**src/sv/fpme_pkg.sv**
```systemverilog
// Package: shared constants for the front panel mode and encoder core.
`default_nettype none
package fpme_pkg;
  // number of modes in the cycle, normal mode included
  localparam int MODE_COUNT = 12;
  // upper limit of the setting value, half units
  localparam int VALUE_MAX = 200;

  localparam int MODE_W = 4;
  localparam int VALUE_W = 8;
  localparam int CFG_W = 16;
  localparam int CFG_IDX_W = 2;
  localparam int CNT_W = 17;

  localparam logic [CNT_W-1:0] CNT_MAX = {CNT_W{1'b1}};
  localparam logic [MODE_W-1:0] MODE_NORMAL = '0;
  localparam logic [MODE_W-1:0] MODE_FIRST = MODE_W'(1);
  localparam logic [MODE_W-1:0] MODE_LAST = MODE_W'(MODE_COUNT - 1);
  localparam logic [VALUE_W-1:0] VALUE_TOP = VALUE_W'(VALUE_MAX);

  // register indexes on the config port
  localparam logic [CFG_IDX_W-1:0] REG_DEBOUNCE = 2'd0;
  localparam logic [CFG_IDX_W-1:0] REG_MODE_STEP = 2'd1;
  localparam logic [CFG_IDX_W-1:0] REG_IDLE_TIMEOUT = 2'd2;

  localparam logic [CFG_W-1:0] DEBOUNCE_RST = 16'd50;
  localparam logic [CFG_W-1:0] MODE_STEP_RST = 16'd1000;
  localparam logic [CFG_W-1:0] IDLE_TIMEOUT_RST = 16'd10000;
endpackage
`default_nettype wire

```
**src/sv/front_panel_mode_and_encoder_core.sv**
```systemverilog
// Top level: debounced mode button, mode cycling with idle timeout, encoder setting value.
`default_nettype none
//
//  channel | direction | handshake            | payload
//  --------+-----------+----------------------+--------------------------------------------
//  in      | in        | in_valid / in_ready  | button_level, enc_a_level, enc_b_level
//  out     | out       | out_valid/ out_ready | current_mode, status_led, setting_value,
//          |           |                      | value_changed, settings_dirty, redraw
//  cfg     | in        | cfg_valid/ cfg_ready | cfg_index, cfg_data (always ready)
//
//  One word per cycle sustained while the output is not stalled. A word is held in the
//  input register, then the tick update (counters, debounce, mode step, timeout, encoder)
//  runs in one pass and lands in the output register.
//  rst (synchronous) brings back the power-up state and the default timing registers.
//  A stalled output holds the tick stage; the input register then holds and in_ready drops.
module front_panel_mode_and_encoder_core (
  input  wire logic                          clk,
  input  wire logic                          rst,
  input  wire logic                          in_valid,
  output logic                               in_ready,
  input  wire logic                          button_level,
  input  wire logic                          enc_a_level,
  input  wire logic                          enc_b_level,
  output logic                               out_valid,
  input  wire logic                          out_ready,
  output logic [fpme_pkg::MODE_W-1:0]        current_mode,
  output logic                               status_led,
  output logic [fpme_pkg::VALUE_W-1:0]       setting_value,
  output logic                               value_changed,
  output logic                               settings_dirty,
  output logic                               redraw,
  input  wire logic                          cfg_valid,
  output logic                               cfg_ready,
  input  wire logic [fpme_pkg::CFG_IDX_W-1:0] cfg_index,
  input  wire logic [fpme_pkg::CFG_W-1:0]    cfg_data
);

  // timing registers
  logic [fpme_pkg::CFG_W-1:0] debounce_ticks;
  logic [fpme_pkg::CFG_W-1:0] mode_step_ticks;
  logic [fpme_pkg::CFG_W-1:0] idle_timeout_ticks;

  // input register
  logic s1_valid;
  logic s1_btn;
  logic s1_a;
  logic s1_b;

  // panel state
  logic [fpme_pkg::MODE_W-1:0]  mode_reg;
  logic                         last_raw_button;
  logic                         stable_button;
  logic [fpme_pkg::CNT_W-1:0]   since_button_change;
  logic [fpme_pkg::CNT_W-1:0]   since_mode_step;
  logic [fpme_pkg::CNT_W-1:0]   since_activity;
  logic                         a_latched;
  logic                         b_latched;
  logic [fpme_pkg::VALUE_W-1:0] value_reg;
  logic                         dirty_flag;

  // next values
  logic [fpme_pkg::MODE_W-1:0]  mode_reg_next;
  logic                         stable_button_next;
  logic [fpme_pkg::CNT_W-1:0]   since_button_change_next;
  logic [fpme_pkg::CNT_W-1:0]   since_mode_step_next;
  logic [fpme_pkg::CNT_W-1:0]   since_activity_next;
  logic                         a_latched_next;
  logic                         b_latched_next;
  logic [fpme_pkg::VALUE_W-1:0] value_reg_next;
  logic                         dirty_flag_next;
  logic                         changed;

  logic advance;  // tick stage moves its word into the output register

  assign advance   = s1_valid && (!out_valid || out_ready);
  assign in_ready  = !s1_valid || advance;
  assign cfg_ready = 1'b1;

  always_ff @(posedge clk) begin
    if (rst) begin
      debounce_ticks     <= fpme_pkg::DEBOUNCE_RST;
      mode_step_ticks    <= fpme_pkg::MODE_STEP_RST;
      idle_timeout_ticks <= fpme_pkg::IDLE_TIMEOUT_RST;
    end else if (cfg_valid) begin
      unique case (cfg_index)
        fpme_pkg::REG_DEBOUNCE:     debounce_ticks     <= cfg_data;
        fpme_pkg::REG_MODE_STEP:    mode_step_ticks    <= cfg_data;
        fpme_pkg::REG_IDLE_TIMEOUT: idle_timeout_ticks <= cfg_data;
        default: ;  // unmapped index, ignored
      endcase
    end
  end

  // input register
  always_ff @(posedge clk) begin
    if (rst) begin
      s1_valid <= 1'b0;
    end else if (in_ready) begin
      s1_valid <= in_valid;
    end
  end

  always_ff @(posedge clk) begin
    if (in_ready && in_valid) begin
      s1_btn <= button_level;
      s1_a   <= enc_a_level;
      s1_b   <= enc_b_level;
    end
  end

  // one tick: counters, button, timeout, encoder A, then encoder B
  always_comb begin
    since_button_change_next = (since_button_change == fpme_pkg::CNT_MAX) ?
                               since_button_change : since_button_change + 1'b1;
    since_mode_step_next     = (since_mode_step == fpme_pkg::CNT_MAX) ?
                               since_mode_step : since_mode_step + 1'b1;
    since_activity_next      = (since_activity == fpme_pkg::CNT_MAX) ?
                               since_activity : since_activity + 1'b1;
    mode_reg_next      = mode_reg;
    stable_button_next = stable_button;
    a_latched_next     = a_latched;
    b_latched_next     = b_latched;
    value_reg_next     = value_reg;
    dirty_flag_next    = dirty_flag;
    changed            = 1'b0;

    // debounce
    if (s1_btn != last_raw_button) begin
      since_button_change_next = '0;
    end
    if (since_button_change_next > {1'b0, debounce_ticks}) begin
      stable_button_next = s1_btn;
    end

    // held button (active low) keeps the panel awake and steps the mode
    if (!stable_button_next) begin
      since_activity_next = '0;
      if (since_mode_step_next > {1'b0, mode_step_ticks}) begin
        if (mode_reg >= fpme_pkg::MODE_FIRST && mode_reg < fpme_pkg::MODE_LAST) begin
          mode_reg_next = mode_reg + 1'b1;
        end else begin
          mode_reg_next = fpme_pkg::MODE_FIRST;
        end
        since_mode_step_next = '0;
      end
    end

    // idle timeout back to normal
    if (since_activity_next > {1'b0, idle_timeout_ticks} &&
        mode_reg_next != fpme_pkg::MODE_NORMAL) begin
      mode_reg_next = fpme_pkg::MODE_NORMAL;
    end

    // encoder counts only in setup modes; latches frozen in normal mode
    if (mode_reg_next != fpme_pkg::MODE_NORMAL) begin
      if (s1_a != a_latched) begin
        a_latched_next = s1_a;
        if (s1_a && !b_latched) begin
          since_activity_next = '0;
          dirty_flag_next     = 1'b1;
          if (value_reg < fpme_pkg::VALUE_TOP) begin
            value_reg_next = value_reg + 1'b1;
            changed        = 1'b1;
          end
        end
      end
      if (s1_b != b_latched) begin
        b_latched_next = s1_b;
        // sees A's updated latch and value
        if (s1_b && !a_latched_next) begin
          since_activity_next = '0;
          dirty_flag_next     = 1'b1;
          if (value_reg_next != '0) begin
            value_reg_next = value_reg_next - 1'b1;
            changed        = 1'b1;
          end
        end
      end
    end
  end

  always_ff @(posedge clk) begin
    if (rst) begin
      mode_reg            <= fpme_pkg::MODE_NORMAL;
      last_raw_button     <= 1'b1;
      stable_button       <= 1'b1;
      since_button_change <= '0;
      since_mode_step     <= '0;
      since_activity      <= '0;
      a_latched           <= 1'b0;
      b_latched           <= 1'b0;
      value_reg           <= '0;
      dirty_flag          <= 1'b0;
    end else if (advance) begin
      mode_reg            <= mode_reg_next;
      last_raw_button     <= s1_btn;
      stable_button       <= stable_button_next;
      since_button_change <= since_button_change_next;
      since_mode_step     <= since_mode_step_next;
      since_activity      <= since_activity_next;
      a_latched           <= a_latched_next;
      b_latched           <= b_latched_next;
      value_reg           <= value_reg_next;
      dirty_flag          <= dirty_flag_next;
    end
  end

  // output register
  always_ff @(posedge clk) begin
    if (rst) begin
      out_valid <= 1'b0;
    end else if (advance) begin
      out_valid <= 1'b1;
    end else if (out_ready) begin
      out_valid <= 1'b0;
    end
  end

  always_ff @(posedge clk) begin
    if (advance) begin
      current_mode   <= mode_reg_next;
      status_led     <= (mode_reg_next == fpme_pkg::MODE_NORMAL);
      setting_value  <= value_reg_next;
      value_changed  <= changed;
      settings_dirty <= dirty_flag_next;
      redraw         <= (mode_reg_next != mode_reg);
    end
  end

endmodule
`default_nettype wire

```
**config.mk**
```make
export PLATFORM = sky130hd
export DESIGN_NAME = front_panel_mode_and_encoder_core
export DESIGN_NICKNAME = d
export VERILOG_FILES = /design/src/sv/fpme_pkg.sv /design/src/sv/front_panel_mode_and_encoder_core.sv
export SDC_FILE = /design/constraint.sdc
export NUM_CORES = 1
export LEC_CHECK = 0
export BUFFER_PORTS_ARGS = -buffer_cell sky130_fd_sc_hd__clkbuf_2
export CAP_MARGIN = 20
export CORE_MARGIN = 4
export CORE_UTILIZATION = 50
export DETAILED_ROUTE_END_ITERATION = 8
export PLACE_DENSITY = 0.67
export SLEW_MARGIN = 20
export SYNTH_ARGS = -nofsm -noshare
export SYNTH_HDL_FRONTEND = slang
export SYNTH_SLANG_ARGS = --single-unit
```
**constraint.sdc**
```tcl
create_clock -name clk -period 11 [get_ports clk]
set_clock_uncertainty 0.05 [all_clocks]
set_input_delay 0.55 -clock clk [delete_from_list [all_inputs] [get_ports clk]]
set_output_delay 0.55 -clock clk [all_outputs]
set_load 0.05 [all_outputs]
```
==> flow_summary.toml, run 1 <==
[outcome]
status = "finished clean"

[floorplan]
die_w_um = 135.4
die_h_um = 135.4
floorplan.die_area_mm2 = 0.01832
initial_utilization = 0.5106
std_cell_rows = 46
core_mm2 = 0.01589
top_level_ports = 45

[sta]
finalCritPeriodShare = 0.5948
clock.fmax_ghz = 0.1528
setup_ws_ns = 4.457
holdWs_ns = 0.2422
worst_pin_slew_ns = 0.9309
finalHoldViolCount = 0
timing.max_slew.rel_slack = 0.3794
period_needed_ns = 6.543
rsz0062_at_grt = "no"
fin_tns_setup_ns = 0
setup_viol = 0
maxSlewViolCount = 0

[place]
dp_hpwl_um = 13820
placed_cells = 1204
port_buffers = 43
place.gp.congestion = 0.8595
pre_cts_ws_ns = 4.551
placed_area_mm2 = 0.008421

[global_route]
grt_pass1_wl_um = 32220
track_usage = 0.2197
first_global_vias = 6482
antenna_found_initial = 0
gr-total-overflow = 0
grt_max_degree = 82

[cells_and_area]
fin_nets = 1093
utilization = 0.5682
finalInstanceArea_mm2 = 0.009026
largest_registers = "since_activity x17, since_button_change x17, since_mode_step x17"
syn2layout_area_growth_pct = 11.29
diodes = 0
layout.cells.non_filler = 1237
drive_above_1_share = 0.1048

[route]
postRouteAntennaNets = 0
wl_per_cell_um = 15.89
vias = 6905
firstDrtPassIters = 5
viasPerCell = 5.582
drc = 0
drt-total-wl_um = 19650
drt_iter0_drc = 465

[critical_path]
critPathKind = "register to register"
worstReg2RegStart = "since_button_change[5]$_SDFFE_PP0P_"
cp_data_arrival_time_ns = 6.82
crit_path_end_kind = "register"
critPathLaunchType = "register"
cp-startpoint = "since_button_change[5]$_SDFFE_PP0P_"
required_ns = 11.28
reg2reg_setup_slack_ns = 4.46
path_max_fanout = 21

[clocking]
cts_buffers = 17
cts_setup_buffers = 0
cts.sinks = 137
htree_levels = 4
cts_resized = 0
cts_hold_buf = 0
cts_tree = "built"
clk_latency_ns = 0.43
cts-root-buf = "clkbuf_16"
clock_path_buffers = 2
clk_pin_slew_ns = 0.06

[synthesis]
yosys_warnings = 0
ys.flop_type = "dfxtp_1"
synth_common_cells = "nand2_1, dfxtp_1, a21oi_1"
synth_area_leaders = "dfxtp_1, ha_1, nand2_1, edfxtp_1, a21oi_1"
synth-seq-area-share = 0.3616
async_flop_share = 0
synth_top_area_share = 0.2913
synth-seq-cells = 137
ys_types = 75
yosysMostFrequentCell = "nand2_1"
syn_nets = 1071
syn_inst = 986
synth_area_mm2 = 0.008110
synth.avg_cell_area_um2 = 8.225
synth_top_cell_by_area = "dfxtp_1"
synth_edf_count = 19

[flow_run]
max_cap_viol_count = 0

[power_and_ir_drop]
power_mw = 1.189
powerDensity_mw_per_mm2 = 131.7
p_leak_nw = 3.753
peakVddDrop_v = 0.0001134

[min_path]
hp-class = "input pin to register"
min_from = "button_level"
[path summary, 6_finish.rpt]
kind / end / cells after the start
setup / recovery: since_activity[0]$_SDFFE_PP0P_ / 24
hold / removal: s1_btn$_DFFE_PP_ / 1
setup reg to reg: since_activity[0]$_SDFFE_PP0P_ / 24
hold reg to reg: mode_step_ticks[14]$_SDFFE_PP0P_ / 2
[area by class of cell]
cell class	instances	area, µm²
fillers	1467	6859
well taps	216	270.3
repair buffers	48	252.7
clock inverters	14	141.4
clock buffers	18	450.4
inverters	64	240.2
multi-input cells	740	4738
flip-flops and latches	137	2933
[worst max-delay path: stages (launching register included)]
cell and delay (ns):
dfxtp_1 0.35, and4_4 0.19, and3_4 0.21, nand3_1 0.21
nor3b_1 0.60, and3_1 0.30, xnor2_1 0.13, nor2_1 0.06
ha_1 0.29, nand4_1 0.16, o21ai_0 0.11, a211o_1 0.26
or4b_4 0.53, and3_4 0.30, nor2_1 0.19, ha_1 0.27
a21o_1 0.18, a21o_1 0.17, a211oi_1 0.22, o221ai_1 0.16
a21o_1 0.25, a2bb2oi_4 0.25, o211ai_4 0.22, o21a_1 0.43
a32o_1 0.32
[cells in the final DEF (no fill, tap or decap), drive strengths merged, types with 12 or more instances in the layout]
master and n:
a21oi 91, a22o 12, and3 22, clkbuf 60, dfxtp 118, edfxtp 19, ha 59, inv 68
mux2i 13, nand2 163, nand3 43, nand4 23, nor2 86, nor3 20, o211ai 18, o21ai 24
xnor2 18, xor2 35
[layer usage]
| metal | wire (µm) | GRT usage |
|---|---|---|
| met1 | 9095 | 0.2834 |
| met2 | 9439 | 0.3659 |
| met3 | 682 | 0.03938 |
| met4 | 433 | 0.08679 |
| met5 | 0 | 0 |
[power breakdown]
part           internal, mW  switching (mW)
Combinational        0.0259          0.0622
Sequential            0.518         0.00608
Clock                 0.347           0.230
Total                 0.891           0.298
[cells by family after synthesis]
group,synth area share
simple gates,0.2320
compound gates,0.1791
flops,0.3616
buf+inv,0.05554
fa+ha+maj,0.09102
xor+xnor,0.05723
mux,0.02299
other cells,0.0004624
(Power assumes the default switching activity.)
==> inputs of run 2 (changes only) <==
--- a/config.mk
+++ b/config.mk
@@ -5,6 +5,7 @@
 export SDC_FILE = /design/constraint.sdc
 export NUM_CORES = 1
 export LEC_CHECK = 0
+export ABC_AREA = 1
 export BUFFER_PORTS_ARGS = -buffer_cell sky130_fd_sc_hd__clkbuf_2
 export CAP_MARGIN = 20
 export CORE_MARGIN = 4
==> constraint.sdc (replaced) <==
create_clock -name clk -period 6.61 [get_ports clk]
set_clock_uncertainty 0.05 [all_clocks]
set_input_delay 0.3305 -clock clk [delete_from_list [all_inputs] [get_ports clk]]
set_output_delay 0.3305 -clock clk [all_outputs]
set_load 0.05 [all_outputs]
==> flow_summary.toml, run 2 <==
[sta]
clock.fmax_ghz = 0.1723
setup_ws_ns = 0.8049
finalHoldViolCount = 0
rsz0062_at_grt = "no"
maxSlewViolCount = 0
finalCritPeriodShare = 0.8782
timing.max_slew.rel_slack = 0.4956
fin_tns_setup_ns = 0
period_needed_ns = 5.805
worst_pin_slew_ns = 0.7565
holdWs_ns = 0.03647
setup_viol = 0

[route]
postRouteAntennaNets = 0
drt_iter0_drc = 425
firstDrtPassIters = 7
viasPerCell = 5.286
drc = 0
drt-total-wl_um = 19380
vias = 7236
wl_per_cell_um = 14.15

[floorplan]
die_h_um = 136.0
std_cell_rows = 46
top_level_ports = 45
die_w_um = 136.0
core_mm2 = 0.01594
initial_utilization = 0.5135
floorplan.die_area_mm2 = 0.01848

[place]
pre_cts_ws_ns = 0.6966
placed_area_mm2 = 0.008547
port_buffers = 43
place.gp.congestion = 0.8421
dp_hpwl_um = 13710
placed_cells = 1335

[critical_path]
cp_data_arrival_time_ns = 5.93
cpPeakStageDelay_ns = 0.37
crit_slowest_cell = "dfxtp_1"
crit_path_end_kind = "register"
required_ns = 6.73
critPathMostFrequentCell = "nand2_1"
path_max_fanout = 21
critPathLaunchType = "register"
critPathKind = "register to register"

[synthesis]
synth.avg_cell_area_um2 = 7.395
yosys_warnings = 0
synth_edf_count = 19
synth-seq-area-share = 0.3582
synth_top_cell_by_area = "dfxtp_1"
ys_types = 51
synth_area_leaders = "dfxtp_1, nand2_1, ha_1, a21oi_1, edfxtp_1"
yosysMostFrequentCell = "nand2_1"
synth_common_cells = "nand2_1, inv_1, a21oi_1"
syn_nets = 1192
synth-seq-cells = 137
syn_inst = 1107
synth_area_mm2 = 0.008187
ys.flop_type = "dfxtp_1"
async_flop_share = 0
synth_top_area_share = 0.2886

[clocking]
htree_levels = 4
cts-root-buf = "clkbuf_16"
cts.sinks = 137
cts_hold_buf = 0
clock_path_buffers = 2
clk_pin_slew_ns = 0.06
cts_tree = "built"
clk_latency_ns = 0.43
cts_buffers = 17

[global_route]
first_global_vias = 6683
grt_max_degree = 73
grt_pass1_wl_um = 32720
gr-total-overflow = 0
antenna_found_initial = 0
track_usage = 0.2203

[cells_and_area]
syn2layout_area_growth_pct = 12.01
layout.cells.non_filler = 1369
finalInstanceArea_mm2 = 0.009170
diodes = 0
drive_above_1_share = 0.1206
final_common_cell = "nand2_1"
fin_nets = 1225
final_cell_mix = "nand2_1, inv_1, a21oi_1"
largest_registers = "since_activity x17, since_button_change x17, since_mode_step x17"

[outcome]
status = "finished clean"

[min_path]
hp-class = "input pin to register"

[flow_run]
max_cap_viol_count = 0

[power_and_ir_drop]
peakVddDrop_v = 0.0001859
powerDensity_mw_per_mm2 = 254.7
p_leak_nw = 3.981
==> run 2: logic make-up after synthesis <==
logic type / synth area share
XOR/XNOR: 0.04814
AND/OR/NAND/NOR: 0.2436
flip-flops: 0.3582
buffers and inverters: 0.09246
multiplexers: 0.001223
adder cells (fa/ha/maj): 0.09017
AO/OA/AOI/OAI: 0.1657
other: 0.0004581
==> run 2: routing by layer <==
layer,track usage,wire length [µm]
met1,0.2993,9304
met2,0.3460,8814
met3,0.04996,779
met4,0.07671,478
met5,0,0
==> run 2: stage by stage <==
step | total power [mW] | utilization
final | 2.336 | 0.5752
after global routing | 2.447 | 0.5752
after CTS | 2.350 | 0.5734
after detailed placement | 1.402 | 0.5361
after global placement | 1.396 | 0.5361
after floorplan | 1.308 | -
==> run 2: repair_timing <==
item                                   4_1_cts  5_1_grt
resized for setup                            0        3
endpoints found under the hold margin        0        0
buffers inserted                             0        2
setup endpoints to repair                    0       39
==> run 2: power by group <==
part	total (mW)	internal [mW]	leakage (nW)	switching, mW
combinational	0.453	0.136	2.55	0.317
sequential	0.935	0.905	1.14	0.0293
clock	0.948	0.580	0.288	0.368
total	2.34	1.62	3.98	0.715
==> run 2: worst paths after layout <==
| check | from | end | slack, ns | depth (start not counted) |
|---|---|---|---|---|
| worst min-delay path | button_level | s1_btn$_DFFE_PP_ | 0.04 | 1 |
| worst max register to register | since_button_change[0]$_SDFFE_PP0P_ | setting_value[0]$_DFFE_PP_ | 0.80 | 40 |
| worst max-delay path | since_button_change[0]$_SDFFE_PP0P_ | setting_value[0]$_DFFE_PP_ | 0.80 | 40 |
| worst min register to register | mode_step_ticks[10]$_SDFFE_PP0P_ | mode_step_ticks[10]$_SDFFE_PP0P_ | 0.41 | 2 |
==> run 2: cell type report <==
cell class / instances / area, µm²
clock buffer: 22 / 506.7
clock inverter: 10 / 87.58
fill: 1522 / 6773
inverter: 155 / 588.1
multi-input combinational: 778 / 4509
sequential: 137 / 2933
tap: 216 / 270.3
timing repair buffer: 51 / 275.3
==> run 2: worst max-delay path: cells and delay by family (launching register included) <==
kind / cells / cell delay, ns
buffers and inverters: 6 / 0.72
AOI/OAI and AO/OA: 4 / 0.75
DFF: 1 / 0.37
adders and majority gates: 3 / 0.84
and+or+nand+nor: 27 / 2.83
